<file path="src/rtl/tcw_pkg.sv">
// Shared constants and types for the text console writer.
package tcw_pkg;

   localparam int COLUMNS = 80;
   localparam int ROWS    = 25;
   localparam int CELLS   = COLUMNS * ROWS;
   localparam int COL_W   = $clog2(COLUMNS);
   localparam int ROW_W   = $clog2(ROWS);
   localparam int ADDR_W  = $clog2(CELLS);

   localparam logic [7:0] SPACE_CODE   = 8'd32;
   localparam logic [7:0] NEWLINE_CODE = 8'd10;
   localparam logic [7:0] NULL_CODE    = 8'd0;
   localparam logic [7:0] RESET_ATTR   = 8'd7;

   localparam logic [1:0] OP_PUT   = 2'd0;
   localparam logic [1:0] OP_CLEAR = 2'd1;
   localparam logic [1:0] OP_READ  = 2'd2;

   localparam logic [2:0] KIND_NOP     = 3'd0;
   localparam logic [2:0] KIND_CHAR    = 3'd1;
   localparam logic [2:0] KIND_NEWLINE = 3'd2;
   localparam logic [2:0] KIND_CLEAR   = 3'd3;
   localparam logic [2:0] KIND_READ    = 3'd4;

   typedef struct packed {
      logic [2:0]  kind;
      logic [7:0]  code;
      logic [10:0] address;
   } cmd_type;

endpackage

</file>
<file path="src/rtl/tcw_front.sv">
// Front end: accepts transactions, classifies them and queues commands.
module tcw_front (
   input  logic                 clock,
   input  logic                 reset,
   input  logic                 req_push,
   output logic                 req_full,
   input  logic [1:0]           req_op,
   input  logic [7:0]           req_char_code,
   input  logic [10:0]          req_read_address,
   input  logic                 init_busy,
   output logic                 cmd_valid,
   output tcw_pkg::cmd_type     cmd,
   input  logic                 cmd_pop
);

   tcw_pkg::cmd_type q_ff [2];
   tcw_pkg::cmd_type new_cmd;
   logic             wr_ptr_ff, wr_ptr_in;
   logic             rd_ptr_ff, rd_ptr_in;
   logic [1:0]       count_ff, count_in;
   logic             push_ok;

   always_comb begin
      new_cmd.code    = req_char_code;
      new_cmd.address = req_read_address;
      unique case (req_op)
         tcw_pkg::OP_PUT: begin
            if (req_char_code == tcw_pkg::NULL_CODE) new_cmd.kind = tcw_pkg::KIND_NOP;
            else if (req_char_code == tcw_pkg::NEWLINE_CODE)
               new_cmd.kind = tcw_pkg::KIND_NEWLINE;
            else new_cmd.kind = tcw_pkg::KIND_CHAR;
         end
         tcw_pkg::OP_CLEAR: new_cmd.kind = tcw_pkg::KIND_CLEAR;
         tcw_pkg::OP_READ:  new_cmd.kind = tcw_pkg::KIND_READ;
         default:           new_cmd.kind = tcw_pkg::KIND_NOP;
      endcase
   end

   assign req_full  = (count_ff == 2'd2) || init_busy;
   assign push_ok   = req_push && !req_full;
   assign cmd_valid = (count_ff != 2'd0);
   assign cmd       = q_ff[rd_ptr_ff];

   always_comb begin
      wr_ptr_in = wr_ptr_ff ^ push_ok;
      rd_ptr_in = rd_ptr_ff ^ cmd_pop;
      count_in  = count_ff + {1'b0, push_ok} - {1'b0, cmd_pop};
   end

   always_ff @(posedge clock) begin
      if (push_ok) q_ff[wr_ptr_ff] <= new_cmd;
      if (reset) begin
         wr_ptr_ff <= 1'b0;
         rd_ptr_ff <= 1'b0;
         count_ff  <= 2'd0;
      end else begin
         wr_ptr_ff <= wr_ptr_in;
         rd_ptr_ff <= rd_ptr_in;
         count_ff  <= count_in;
      end
   end

   a_pop_nonempty: assert property (@(posedge clock) disable iff (reset)
      cmd_pop |-> cmd_valid) else $error("command popped from empty queue");
   a_count_range: assert property (@(posedge clock) disable iff (reset)
      count_ff != 2'd3) else $error("command queue count overflow");
   a_no_push_init: assert property (@(posedge clock) disable iff (reset)
      init_busy |=> $stable(wr_ptr_ff) || !$past(init_busy))
      else $error("command accepted during clearing pass");

endmodule

</file>
<file path="config.mk">
export PLATFORM = sky130hd
export DESIGN_NAME = tcw_front
export DESIGN_NICKNAME = d
export VERILOG_FILES = /design/src/rtl/tcw_pkg.sv /design/src/rtl/tcw_front.sv
export SDC_FILE = /design/constraint.sdc
export NUM_CORES = 1
export LEC_CHECK = 0
export BUFFER_PORTS_ARGS = -buffer_cell sky130_fd_sc_hd__buf_2
export CAP_MARGIN = 30
export CORE_MARGIN = 2
export CORE_UTILIZATION = 53
export DETAILED_ROUTE_END_ITERATION = 8
export HOLD_SLACK_MARGIN = 0.08
export PLACE_DENSITY_LB_ADDON = 0.08
export SYNTH_ARGS = -nofsm -noshare
export SYNTH_HDL_FRONTEND = slang
export SYNTH_SLANG_ARGS = --single-unit
</file>
<file path="constraint.sdc">
create_clock -name clock -period 3.5 [get_ports clock]
set_input_delay 0.175 -clock clock [delete_from_list [all_inputs] [get_ports clock]]
set_output_delay 0.175 -clock clock [all_outputs]
set_load 0.05 [all_outputs]
</file>
==> results by group <==
Logic synthesis
  • Yosys warnings: 0
  • Sequential share of the synthesized area: 0.755
  • Largest area contributor in the netlist: edfxtp_1
  • Synth Area per Inst: ~19 um2
  • Ranking of synthesized cells by area: edfxtp_1, mux2_2, dfxtp_1
  • #FFs+latches synth: between 40 and 50
  • Post-synthesis cell type count: 17
  • Syn Inst Count: 99
  • Synthesized cell area: approximately 1900 um2
  • Syn Nets: approximately 130
  • Share of the synthesized area in the top cell type: 0.712

Pwr
  • Pwr dens: between 500 and 600 nW/um2
  • Sequential cell fraction of total power: 0.533
  • IR drop worst, VDD: 346 uV
  • Net Sw Frac: 0.287
  • Clock power share: 0.243
  • Total Power: 1.28 mW
  • Static leakage: 0.946 nW
  • NetSw: 368 uW
  • Int Pwr: roughly 900 uW
  • Combinational Power Share: 0.224

Clock tree
  • Clock-pin slew on the worst setup and hold paths: about 0.13 ns
  • Post_cts resized: 0
  • CTS sink cnt: between 40 and 50
  • CTS tree: yes
  • Buffers inserted by post-CTS timing repair: 0
  • H-tree depth: 2
  • Clock Latency Late Sink: roughly 0.35 ns
  • Maximum clock insertion buffer count: 2
  • Number of hold buffers added after cts: 21
  • Root Driver: clkbuf_4
  • Num CTS Buffers: 5

Global route
  • Initial antenna violation count: 0
  • Total grt overflow: 0
  • Pin count of the biggest net entering global routing: 23
  • Vias in the first global route: 1074
  • First-pass GRT wire length: between 4 and 5 mm
  • All-Layer GR Usage: 0.161

Critical path
  • Crit Path Class: flop to flop
  • CP Max Fanout: 22
  • CP max-delay cell: ha_1
  • CP Capture Type: flop
  • Cell family with the largest share of critical-path delay: adder cells
  • Startpoint types: flop
  • Worst Path Required: between 3 and 4 ns
  • Worst path max stage delay: 0.84 ns
  • Cell Chain, Critical Path: inv_1 -> a21oi_1 -> and2_1 -> ha_1
  • Critical Path AT: slightly above 2 ns
  • Buf/Inv on CP: 1

Drt
  • Total number of vias: around 1100
  • Post-route ant nets: 0
  • Pre-antenna DRT Iters: 6
  • Avg WL per Cell: ~14 um
  • Initial DRC Count: 29
  • Routed WL: roughly 3.1 mm
  • Post-DR vias/cell: between 4 and 5
  • DRC violations left: 0

Place
  • I/O Buffers: between 40 and 50
  • DPL Wire Length: roughly 1.9 mm
  • Routability Congestion: slightly below 0.7

Run
  • Max cap viols: 0

Final layout
  • Most common cell after layout, fill and taps aside: buf_2
  • Fillers: 240
  • Area Overhead vs Synth: 32.4%
  • Layout cells sized above 1: 0.469
  • Net count, final: 206
  • N_diodes: 0
  • Most frequent cells in the layout: buf_2, edfxtp_1, mux2_2

Floorplan
  • Core Box Area: between 3000 and 4000 um2
  • IO Count: 50
  • Initial Util: 0.556
  • Die Height: 63.2 um
  • Die footprint: approximately 4000 um2
  • Die width: roughly 63 um
  • Site Rows: 21

Timing
  • Final hold viol count: 0
  • Worst-Margin Slew: a little over 1 ns
  • Relative max-transition margin: 0.317
  • Unrepaired setup endpoints after global routing: no
  • Final min period: between 2 and 2.5 ns
  • Final setup viols: 0
  • Max-slew violation count: 0
  • Setup TNS: 0 ns
  • Max frequency: just under 500 MHz
  • Clock Skew: 0.00355 ns
  • Fin crit share: 0.582

Run status
  • Outcome: finished, final reports clean

Hold path
  • Hold Path Class: primary input to flop
-- registers in the layout, summed over array words and instances, names as in the netlist --
signal and cells:
rd_ptr_ff 1, wr_ptr_ff 1, q_ff 44, count_ff 2
-- cells in the mapped netlist --
library cell / instances
a41oi_1: 1
a31oi_1: 1
xnor2_1: 2
edfxtp_1: 44
a21oi_1: 1
or2_2: 1
inv_1: 4
nor2b_1: 2
nand2_1: 1
nor4_2: 1
ha_1: 4
mux2_2: 22
and2_1: 1
nor2_1: 6
xor2_1: 2
buf_6: 2
dfxtp_1: 4
-- final timing paths --
path                                   from          end  slack, ns  depth (start not counted)
worst max-delay path            count_ff[0]  q_ff[0][18]       1.46                          4
worst min-delay path              req_op[1]  q_ff[0][19]       0.13                          2
worst max register to register  count_ff[0]  q_ff[0][18]       1.46                          4
worst min register to register    wr_ptr_ff    wr_ptr_ff       0.57                          3
-- kinds of logic (layout without fill, tap and decap cells) --
logic type      Yosys count  in the layout  synth area share
compound gates            3              3            0.0108
xor+xnor                  4              4            0.0189
buf+inv                   6             84            0.0202
simple gates             12             12            0.0344
fa+ha+maj                 4              4            0.0270
mux                      22             22             0.134
flops                    48             48             0.755
-- routing by layer --
metal / vias up / share of wire / track usage
met5: - / 0 / 0
met4: 0 / 0.015 / 0.0652
met3: 5 / 0.037 / 0.0357
met2: 28 / 0.53 / 0.291
met1: 518 / 0.41 / 0.184
li1: 524 / - / -
-- power by group through the flow --
stage               registers, mW  logic (mW)  clock network (mW)
global placement            0.699       0.257                   0
CTS                         0.684       0.289               0.322
detailed placement          0.698       0.269                   0
floorplan                   0.690       0.212                   0
global route                0.688       0.305               0.337
finish                      0.684       0.288               0.312
-- cell type report --
class                      count  area [um2]  area share
timing repair buffer          72         485       0.198
tap                           46        57.6      0.0234
sequential                    48        1400       0.571
multi-input combinational     45         417       0.170
inverter                       4        15.0     0.00611
clock inverter                 3        42.5      0.0173
clock buffer                   5        37.5      0.0153
-- per-stage QoR --
step           utilization  hold WS [ns]  setup WS, ns  std cells  instance area (um2)
6_report             0.736         0.133          1.46        223                 2460
2_1_floorplan            -         0.242          1.80         99                 1860
3_5_place_dp         0.645         0.367          1.45        193                 2150
3_3_place_gp         0.640         0.364          1.53        192                 2140
4_1_cts              0.732         0.113          1.42        222                 2440
5_1_grt              0.736         0.124          1.28        223                 2460
Power figures use the tool's default switching activity.
